**src/design/swps_pkg.sv**
```systemverilog
// Package for the side-wall steering block: widths, fixed tuning constants
// and configuration register indexes. No dependencies.
`default_nettype none

package swps_pkg;

    localparam int SAMPLE_BITS = 12;
    localparam int SLOPE_BITS  = SAMPLE_BITS + 1;
    localparam int ERR_BITS    = SAMPLE_BITS + 2;
    localparam int DIFF_BITS   = ERR_BITS + 1;
    localparam int SPEED_BITS  = 16;
    localparam int GAIN_BITS   = 16;
    localparam int DRIVE_BITS  = 32;
    localparam int CFG_BITS    = 16;
    localparam int CFG_IDX_BITS = 3;

    localparam logic signed [SLOPE_BITS-1:0] RIGHT_SLOPE_LIMIT = SLOPE_BITS'(20);
    localparam logic signed [SLOPE_BITS-1:0] LEFT_SLOPE_LIMIT  = SLOPE_BITS'(20);
    localparam logic [SAMPLE_BITS-1:0]       RIGHT_ALT_REF     = SAMPLE_BITS'(0);
    localparam logic [SAMPLE_BITS-1:0]       LEFT_ALT_REF      = SAMPLE_BITS'(0);
    localparam logic [SAMPLE_BITS:0]         NEAR_WALL_OFFSET  = (SAMPLE_BITS + 1)'(20);

    localparam logic [SAMPLE_BITS-1:0] FRONT_LIMIT_RESET = {SAMPLE_BITS{1'b1}};

    typedef enum logic [CFG_IDX_BITS-1:0] {
        REG_FRONT_LIMIT     = 3'd0,
        REG_MIN_SPEED       = 3'd1,
        REG_RIGHT_REF       = 3'd2,
        REG_LEFT_REF        = 3'd3,
        REG_RIGHT_THRESHOLD = 3'd4,
        REG_LEFT_THRESHOLD  = 3'd5,
        REG_P_GAIN          = 3'd6,
        REG_D_GAIN          = 3'd7
    } cfg_reg_t;

    typedef struct packed {
        logic                       active;
        logic [1:0]                 walls;
        logic signed [ERR_BITS-1:0] p;
        logic signed [DIFF_BITS-1:0] d;
    } err_stage_t;

endpackage

`default_nettype wire

```
**src/design/side_wall_pd_steering.sv**
```systemverilog
// Side-wall PD steering: wall detection, position error and PD drive.
// Depends on swps_pkg for widths, tuning constants and register indexes.
//
//   channel | direction | handshake            | beat
//   in      | sink      | in_valid / in_stall  | samples, slopes, speed, suppress
//   out     | source    | out_valid / out_stall| drive, active, walls_seen, position_error
//   cfg     | sink      | cfg_we               | cfg_index, cfg_data
//
// Two register stages: input capture, then wall decode, error and PD multiply-add
// into the result register. One beat per cycle sustained while out_stall is low;
// out_valid is registered with the result. Each stage advances independently, so a
// stalled output blocks input only once both stages are full.
// Reset clears all valid bits and the stored error and returns the config
// registers to their defaults.
`default_nettype none

module side_wall_pd_steering
(
    input  wire logic                                  clk,
    input  wire logic                                  rst_n,

    input  wire logic                                  cfg_we,
    input  wire logic [swps_pkg::CFG_IDX_BITS-1:0]     cfg_index,
    input  wire logic [swps_pkg::CFG_BITS-1:0]         cfg_data,

    input  wire logic                                  in_valid,
    output logic                                       in_stall,
    input  wire logic [swps_pkg::SAMPLE_BITS-1:0]      front_sample,
    input  wire logic [swps_pkg::SAMPLE_BITS-1:0]      right_sample,
    input  wire logic [swps_pkg::SAMPLE_BITS-1:0]      left_sample,
    input  wire logic signed [swps_pkg::SLOPE_BITS-1:0] right_slope,
    input  wire logic signed [swps_pkg::SLOPE_BITS-1:0] left_slope,
    input  wire logic [swps_pkg::SPEED_BITS-1:0]       speed,
    input  wire logic                                  suppress,

    output logic                                       out_valid,
    input  wire logic                                  out_stall,
    output logic signed [swps_pkg::DRIVE_BITS-1:0]     drive,
    output logic                                       active,
    output logic [1:0]                                 walls_seen,
    output logic signed [swps_pkg::ERR_BITS-1:0]       position_error
);

    localparam int SB = swps_pkg::SAMPLE_BITS;
    localparam int EB = swps_pkg::ERR_BITS;
    localparam int DB = swps_pkg::DIFF_BITS;
    localparam int GB = swps_pkg::GAIN_BITS;
    localparam int PB = GB + 1 + EB;
    localparam int QB = GB + 1 + DB;

    logic [SB-1:0]                     front_limit_reg;
    logic [swps_pkg::SPEED_BITS-1:0]   min_speed_reg;
    logic [SB-1:0]                     right_ref_reg;
    logic [SB-1:0]                     left_ref_reg;
    logic [SB-1:0]                     right_threshold_reg;
    logic [SB-1:0]                     left_threshold_reg;
    logic [GB-1:0]                     p_gain_reg;
    logic [GB-1:0]                     d_gain_reg;

    logic                              s1_valid_reg;
    logic [SB-1:0]                     s1_front_reg;
    logic [SB-1:0]                     s1_right_reg;
    logic [SB-1:0]                     s1_left_reg;
    logic signed [SB:0]                s1_rslope_reg;
    logic signed [SB:0]                s1_lslope_reg;
    logic [swps_pkg::SPEED_BITS-1:0]   s1_speed_reg;
    logic                              s1_suppress_reg;

    swps_pkg::err_stage_t              err_next;

    logic signed [EB-1:0]              last_error_reg;

    logic                              out_valid_reg;
    logic signed [swps_pkg::DRIVE_BITS-1:0] drive_reg;
    logic signed [swps_pkg::DRIVE_BITS-1:0] drive_next;
    logic                              active_reg;
    logic [1:0]                        walls_reg;
    logic signed [EB-1:0]              perr_reg;

    logic out_move;
    logic s1_move;
    logic in_take;
    logic s1_load;

    logic                run;
    logic                rsteep;
    logic                lsteep;
    logic [SB:0]         rthr;
    logic [SB:0]         lthr;
    logic [SB-1:0]       rref;
    logic [SB-1:0]       lref;
    logic                rw;
    logic                lw;
    logic signed [SB:0]  rdev;
    logic signed [SB:0]  ldev;
    logic signed [EB-1:0] p_sel;

    logic signed [PB-1:0] prod_p;
    logic signed [QB-1:0] prod_d;

    // handshake and stage movement
    assign out_move = !out_valid_reg || !out_stall;
    assign s1_move  = !s1_valid_reg || out_move;
    assign in_stall = !s1_move;
    assign in_take  = in_valid && s1_move;
    assign s1_load  = s1_valid_reg && out_move;

    // config registers
    always_ff @(posedge clk or negedge rst_n)
    begin
        if (!rst_n)
        begin
            front_limit_reg     <= swps_pkg::FRONT_LIMIT_RESET;
            min_speed_reg       <= '0;
            right_ref_reg       <= '0;
            left_ref_reg        <= '0;
            right_threshold_reg <= '0;
            left_threshold_reg  <= '0;
            p_gain_reg          <= '0;
            d_gain_reg          <= '0;
        end
        else if (cfg_we)
        begin
            unique case (cfg_index)
                swps_pkg::REG_FRONT_LIMIT:     front_limit_reg     <= cfg_data[SB-1:0];
                swps_pkg::REG_MIN_SPEED:       min_speed_reg       <= cfg_data;
                swps_pkg::REG_RIGHT_REF:       right_ref_reg       <= cfg_data[SB-1:0];
                swps_pkg::REG_LEFT_REF:        left_ref_reg        <= cfg_data[SB-1:0];
                swps_pkg::REG_RIGHT_THRESHOLD: right_threshold_reg <= cfg_data[SB-1:0];
                swps_pkg::REG_LEFT_THRESHOLD:  left_threshold_reg  <= cfg_data[SB-1:0];
                swps_pkg::REG_P_GAIN:          p_gain_reg          <= cfg_data[GB-1:0];
                swps_pkg::REG_D_GAIN:          d_gain_reg          <= cfg_data[GB-1:0];
                default:                       ;
            endcase
        end
    end

    // stage 1: capture input beat
    always_ff @(posedge clk or negedge rst_n)
    begin
        if (!rst_n)
        begin
            s1_valid_reg <= 1'b0;
        end
        else if (s1_move)
        begin
            s1_valid_reg <= in_valid;
        end
    end

    always_ff @(posedge clk)
    begin
        if (in_take)
        begin
            s1_front_reg    <= front_sample;
            s1_right_reg    <= right_sample;
            s1_left_reg     <= left_sample;
            s1_rslope_reg   <= right_slope;
            s1_lslope_reg   <= left_slope;
            s1_speed_reg    <= speed;
            s1_suppress_reg <= suppress;
        end
    end

    // wall decode and position error
    always_comb
    begin
        run    = !s1_suppress_reg && (s1_front_reg < front_limit_reg)
                 && (s1_speed_reg >= min_speed_reg);
        lsteep = s1_lslope_reg > swps_pkg::LEFT_SLOPE_LIMIT;
        rsteep = s1_rslope_reg > swps_pkg::RIGHT_SLOPE_LIMIT;

        lthr = lsteep ? ({1'b0, left_ref_reg} + swps_pkg::NEAR_WALL_OFFSET)
                      : {1'b0, left_threshold_reg};
        rref = lsteep ? swps_pkg::RIGHT_ALT_REF : right_ref_reg;
        rthr = rsteep ? ({1'b0, right_ref_reg} + swps_pkg::NEAR_WALL_OFFSET)
                      : {1'b0, right_threshold_reg};
        lref = rsteep ? swps_pkg::LEFT_ALT_REF : left_ref_reg;

        rw = {1'b0, s1_right_reg} >= rthr;
        lw = {1'b0, s1_left_reg} >= lthr;

        rdev = $signed({1'b0, s1_right_reg}) - $signed({1'b0, rref});
        ldev = $signed({1'b0, s1_left_reg}) - $signed({1'b0, lref});

        if (rw && lw)
        begin
            p_sel = $signed({rdev[SB], rdev}) - $signed({ldev[SB], ldev});
        end
        else if (rw)
        begin
            p_sel = $signed({rdev, 1'b0});
        end
        else if (lw)
        begin
            p_sel = $signed(EB'(0)) - $signed({ldev, 1'b0});
        end
        else
        begin
            p_sel = '0;
        end

        err_next.active = run;
        if (run)
        begin
            err_next.walls = {lw, rw};
            err_next.p     = p_sel;
            err_next.d     = $signed({p_sel[EB-1], p_sel})
                             - $signed({last_error_reg[EB-1], last_error_reg});
        end
        else
        begin
            err_next.walls = '0;
            err_next.p     = '0;
            err_next.d     = '0;
        end
    end

    always_ff @(posedge clk or negedge rst_n)
    begin
        if (!rst_n)
        begin
            last_error_reg <= '0;
        end
        else if (s1_load && err_next.active)
        begin
            last_error_reg <= err_next.p;
        end
    end

    // PD multiply-add into the result register
    assign prod_p = PB'($signed({1'b0, p_gain_reg}) * err_next.p);
    assign prod_d = QB'($signed({1'b0, d_gain_reg}) * err_next.d);
    assign drive_next = swps_pkg::DRIVE_BITS'($signed({prod_p[PB-1], prod_p}) + prod_d);

    always_ff @(posedge clk or negedge rst_n)
    begin
        if (!rst_n)
        begin
            out_valid_reg <= 1'b0;
        end
        else if (out_move)
        begin
            out_valid_reg <= s1_valid_reg;
        end
    end

    always_ff @(posedge clk)
    begin
        if (s1_load)
        begin
            drive_reg  <= drive_next;
            active_reg <= err_next.active;
            walls_reg  <= err_next.walls;
            perr_reg   <= err_next.p;
        end
    end

    assign out_valid      = out_valid_reg;
    assign drive          = drive_reg;
    assign active         = active_reg;
    assign walls_seen     = walls_reg;
    assign position_error = perr_reg;

`ifndef SYNTHESIS
    a_idle_zero: assert property (@(posedge clk) disable iff (!rst_n)
        out_valid && !active |-> drive == 0 && walls_seen == 2'd0 && position_error == 0)
        else $error("inactive beat carries nonzero result");

    a_no_wall_no_error: assert property (@(posedge clk) disable iff (!rst_n)
        out_valid && walls_seen == 2'd0 |-> position_error == 0)
        else $error("position error without a wall");

    a_err_hold: assert property (@(posedge clk) disable iff (!rst_n)
        !(s1_load && err_next.active) |=> $stable(last_error_reg))
        else $error("stored error changed without an active beat");

    a_stall_full: assert property (@(posedge clk) disable iff (!rst_n)
        in_stall |-> s1_valid_reg && out_valid_reg)
        else $error("input stalled with an empty stage");
`endif

endmodule

`default_nettype wire
```
**config.mk**
```make
export PLATFORM = sky130hd
export DESIGN_NAME = side_wall_pd_steering
export DESIGN_NICKNAME = d
export VERILOG_FILES = /design/src/design/swps_pkg.sv /design/src/design/side_wall_pd_steering.sv
export SDC_FILE = /design/constraint.sdc
export NUM_CORES = 2
export LEC_CHECK = 0
export ABC_AREA = 1
export BUFFER_PORTS_ARGS = -buffer_cell sky130_fd_sc_hd__buf_2
export CORE_AREA = 5 5 256 258
export CTS_CLUSTER_DIAMETER = 150
export DETAILED_ROUTE_END_ITERATION = 10
export DIE_AREA = 0 0 261 263
export PLACE_DENSITY = 0.65
export SLEW_MARGIN = 25
export SYNTH_ARGS = -nofsm -noshare
export SYNTH_HDL_FRONTEND = slang
export SYNTH_SLANG_ARGS = --single-unit
```
**constraint.sdc**
```tcl
create_clock -name clk -period 12.17 [get_ports clk]
set_input_delay 2.434 -clock clk [delete_from_list [all_inputs] [get_ports clk]]
set_output_delay 2.434 -clock clk [all_outputs]
set_load 0.01 [all_outputs]
```
==> flow_summary_export.csv <==
group,metric,value,unit
logic_synthesis,netlist_top_cells_count,"inv_1 (747), nand2_1 (732), fa_1 (408)",
sta,clock_skew,0.0215,ns
logic_synthesis,synth_mux_area_share,0.137,%
sta,timing.hold.ws,0.481,ns
pwr,netSwitchingFraction,49.1,%
global_routing,grt_pass1_wl,129000,um
logic_synthesis,synth.distinct_cells,51,
sta,setup_tns,0,ns
logic_synthesis,synthMostInstantiatedCell,"inv_1",
place,io_buffers,153,
layout,final_util,51.2,%
layout,final_cells,4370,
detailed_routing,vias,22400,
logic_synthesis,syn_area,29200,um^2
logic_synthesis,synth_top_family_by_area,"adder cells",
pwr,comb_power_share,65.1,%
detailed_routing,drc,0,
worst_setup_path,crit_type,"flop to flop",
worst_setup_path,worstSetupEndpoint,"drive[28]$_DFFE_PP_",
sta,worst_slack,0.705,ns
logic_synthesis,synth_adder_area_share,40.5,%
worst_setup_path,slowest_stage,"fa_1",
pwr,finalPower,6.56,mW
logic_synthesis,synth_top_cell_by_area,"fa_1",
pwr,p_clk_share,14.4,%
clock_tree,clkTransAtPathRegs,0.06,ns
floorplan,die_area,68600,um^2
sta,fmax,0.0872,GHz
sta,finalMaxSlewViolations,0,
logic_synthesis,ys_ff_latch,252,
pwr,sequentialPowerShare,20.5,%
detailed_routing,drtIter0Drc,1707,
place,place.detailed.hpwl,66800,um
pwr,power.density,204,nW/um^2
sta,slew_headroom,39.5,%
logic_synthesis,syn_inst,3356,
worst_setup_path,startpoint,"s1_lslope_reg[11]$_DFFE_PP_",
layout,largest_reg_flops,32,
logic_synthesis,synth_top_cell_area_share,28.0,%
detailed_routing,post_drt_wl_per_cell,18.5,um
global_routing,grt_max_degree,73,
detailed_routing,ant_nets,0,
layout,final_area,32100,um^2
worst_setup_path,reg2reg_to,"drive[28]$_DFFE_PP_",
floorplan,pin_count,154,
worst_setup_path,timing.rr.start,"s1_lslope_reg[11]$_DFFE_PP_",
floorplan,start_util,46.6,%
sta,setup_viol,0,
logic_synthesis,synth_ff_type,"edfxtp_1",
layout,nets,4304,
worst_setup_path,startpoint_type,"flop",
place,place_inst,4308,
sta,finalHoldViolCount,0,
worst_setup_path,path_max_fanout,9,
worst_setup_path,cpMostUsedCell,"fa_1",
logic_synthesis,synth_xor_area_share,2.18,%
clock_tree,cts_tree,"yes",
clock_tree,clk_latency,0.63,ns
global_routing,gr-usage-all-layers,24.1,%
floorplan,rows,92,
layout,antenna_cells,0,
layout,area_growth,9.99,%
pwr,p_sw,3.22,mW
clock_tree,cts_max_level,1,
sta,fin_crit_sh,94.2,%
floorplan,coreArea,62700,um^2
worst_setup_path,max_stage_delay,0.52,ns
place,dpl-instance-area,31000,um^2
clock_tree,clk_path_buf_depth,3,
worst_setup_path,cp.arrival,11.83,ns
clock_tree,root_buffer,"clkbuf_16",
detailed_routing,viasPerCell,5.13,
logic_synthesis,async_flop_share,49.2,%
global_routing,grt_pass1_vias,23100,
global_routing,antenna_found_initial,1,
run,max_cap_violations,0,
logic_synthesis,synth_area_leaders,"fa_1 (28%), edfxtp_1 (13%), ha_1 (13%), inv_1 (9.6%), dfrtp_1 (9.6%)",
logic_synthesis,synth-simple-area-share,16.0,%
worst_setup_path,critPathRequiredTime,12.53,ns
detailed_routing,first_pass_iters,6,
logic_synthesis,ys.warnings.count,0,
clock_tree,clock_sinks,252,
logic_synthesis,synth.avg_cell_area,8.71,um^2
logic_synthesis,yosysSeqAreaShare,23.8,%
worst_setup_path,reg2reg_setup_slack,0.70,ns
detailed_routing,wirelength,80900,um
sta,tightestPinTransition,0.905,ns
logic_synthesis,synth_nets,4161,
place,gp_congestion,0.981,
clock_tree,cts-buffers-inserted,31,
floorplan,die_x,261,um
logic_synthesis,synth_edf_count,128,
layout,drive_gt1_share,9.82,%
place,dp_slack,0.185,ns
worst_setup_path,reg2reg_depth,48,
pwr,p_int,3.34,mW
pwr,p_leak,16.8,nW
global_routing,gr-total-overflow,0,
pwr,ir_worst_vdd,0.000212,V
worst_setup_path,end_kind,"flop",
status,outcome,"complete, no violations",
logic_synthesis,synth_compound_area_share,6.06,%
floorplan,die_h,263,um
worst_hold_path,hp-class,"flop to flop",
sta,period_needed,11.47,ns
## power groups by stage
stage                     registers, mW  logic, mW  clock network (mW)
after floorplan                    1.28       3.15                   0
after global placement             1.35       4.20                   0
after detailed placement           1.35       4.23                   0
after CTS                          1.34       4.27               0.973
after global routing               1.36       4.94                1.01
final                              1.34       4.27               0.943
## critical path, delay by kind of cell, from the launching register on
family                     cells  cell delay, ns
AOI/OAI and AO/OA             10            1.84
buffers and inverters          9            0.97
adders and majority gates     12            5.13
xor gates and xnor gates       3            0.41
and+or+nand+nor               14            2.47
DFF                            1            0.41
## worst min-delay path by stage
stage | start | to | slack [ns] | cells after the start
2_1_floorplan | s1_valid_reg$_DFFE_PN0N_ | out_valid$_DFFE_PN0P_ | 0.43 | 2
5_1_grt | last_error_reg[7]$_DFFE_PN0P_ | last_error_reg[7]$_DFFE_PN0P_ | 0.50 | 2
6_report | left_threshold_reg[5]$_DFFE_PN0P_ | left_threshold_reg[5]$_DFFE_PN0P_ | 0.48 | 2
3_5_place_dp | left_threshold_reg[6]$_DFFE_PN0P_ | left_threshold_reg[6]$_DFFE_PN0P_ | 0.47 | 2
3_3_place_gp | right_threshold_reg[8]$_DFFE_PN0P_ | right_threshold_reg[8]$_DFFE_PN0P_ | 0.46 | 2
4_1_cts | left_threshold_reg[6]$_DFFE_PN0P_ | left_threshold_reg[6]$_DFFE_PN0P_ | 0.49 | 2
## layer usage
| layer | vias to the layer above | global-route usage, % | part of all wire (%) |
|---|---|---|---|
| met5 | - | 0 | 0 |
| met3 | 186 | 5.08 | 8.9 |
| met2 | 911 | 38.6 | 45 |
| li1 | 10500 | - | - |
| met4 | 0 | 9.55 | 4.9 |
| met1 | 10800 | 32.2 | 41 |
## repair_timing
item                                    CTS  global route
resized for setup                         0            35
hold buffers                              0             0
endpoints found under the setup margin    0            18
buffers inserted                          0             3
## final cells by class
class,instances,area [um^2]
Fill cell,5939,30600
Multi-Input combinational cell,2256,19100
Sequential cell,252,6960
Inverter,757,2850
Timing Repair Buffer,201,1150
Tap cell,846,1060
Clock buffer,45,937
Clock inverter,13,105
## cells in the final DEF (no fill, tap or decap), types with 5 or more instances in the layout
cell type / netlist / routed
a21oi_1: 95 / 91
a21oi_2: 2 / 5
buf_2: 12 / 153
buf_4: 6 / 44
clkbuf_16: 0 / 32
clkbuf_8: 0 / 8
dfrtp_1: 112 / 112
dfstp_2: 12 / 12
edfxtp_1: 128 / 128
fa_1: 408 / 408
ha_1: 294 / 292
inv_1: 747 / 740
inv_2: 7 / 11
nand2_1: 732 / 732
nand2_2: 10 / 10
nand3_1: 72 / 71
nand3_2: 5 / 5
nand3b_1: 6 / 6
nand4_1: 18 / 18
nor2_1: 255 / 254
nor2_2: 7 / 8
nor2_4: 7 / 7
nor3_1: 23 / 16
nor3_2: 1 / 8
o21ai_0: 194 / 188
o21ai_1: 3 / 8
o21bai_1: 5 / 5
o31ai_1: 5 / 5
or2_2: 7 / 7
xnor2_1: 29 / 29
xor2_1: 40 / 40
## cell families (layout without fill, tap and decap cells)
group / Yosys count / after routing
adders and majority gates: 702 / 702
DFF: 252 / 252
buffers and inverters: 848 / 1016
and+or+nand+nor: 1147 / 1147
xor gates and xnor gates: 71 / 71
AOI/OAI and AO/OA: 332 / 332
muxes: 4 / 4
(Power assumes the default switching activity.)
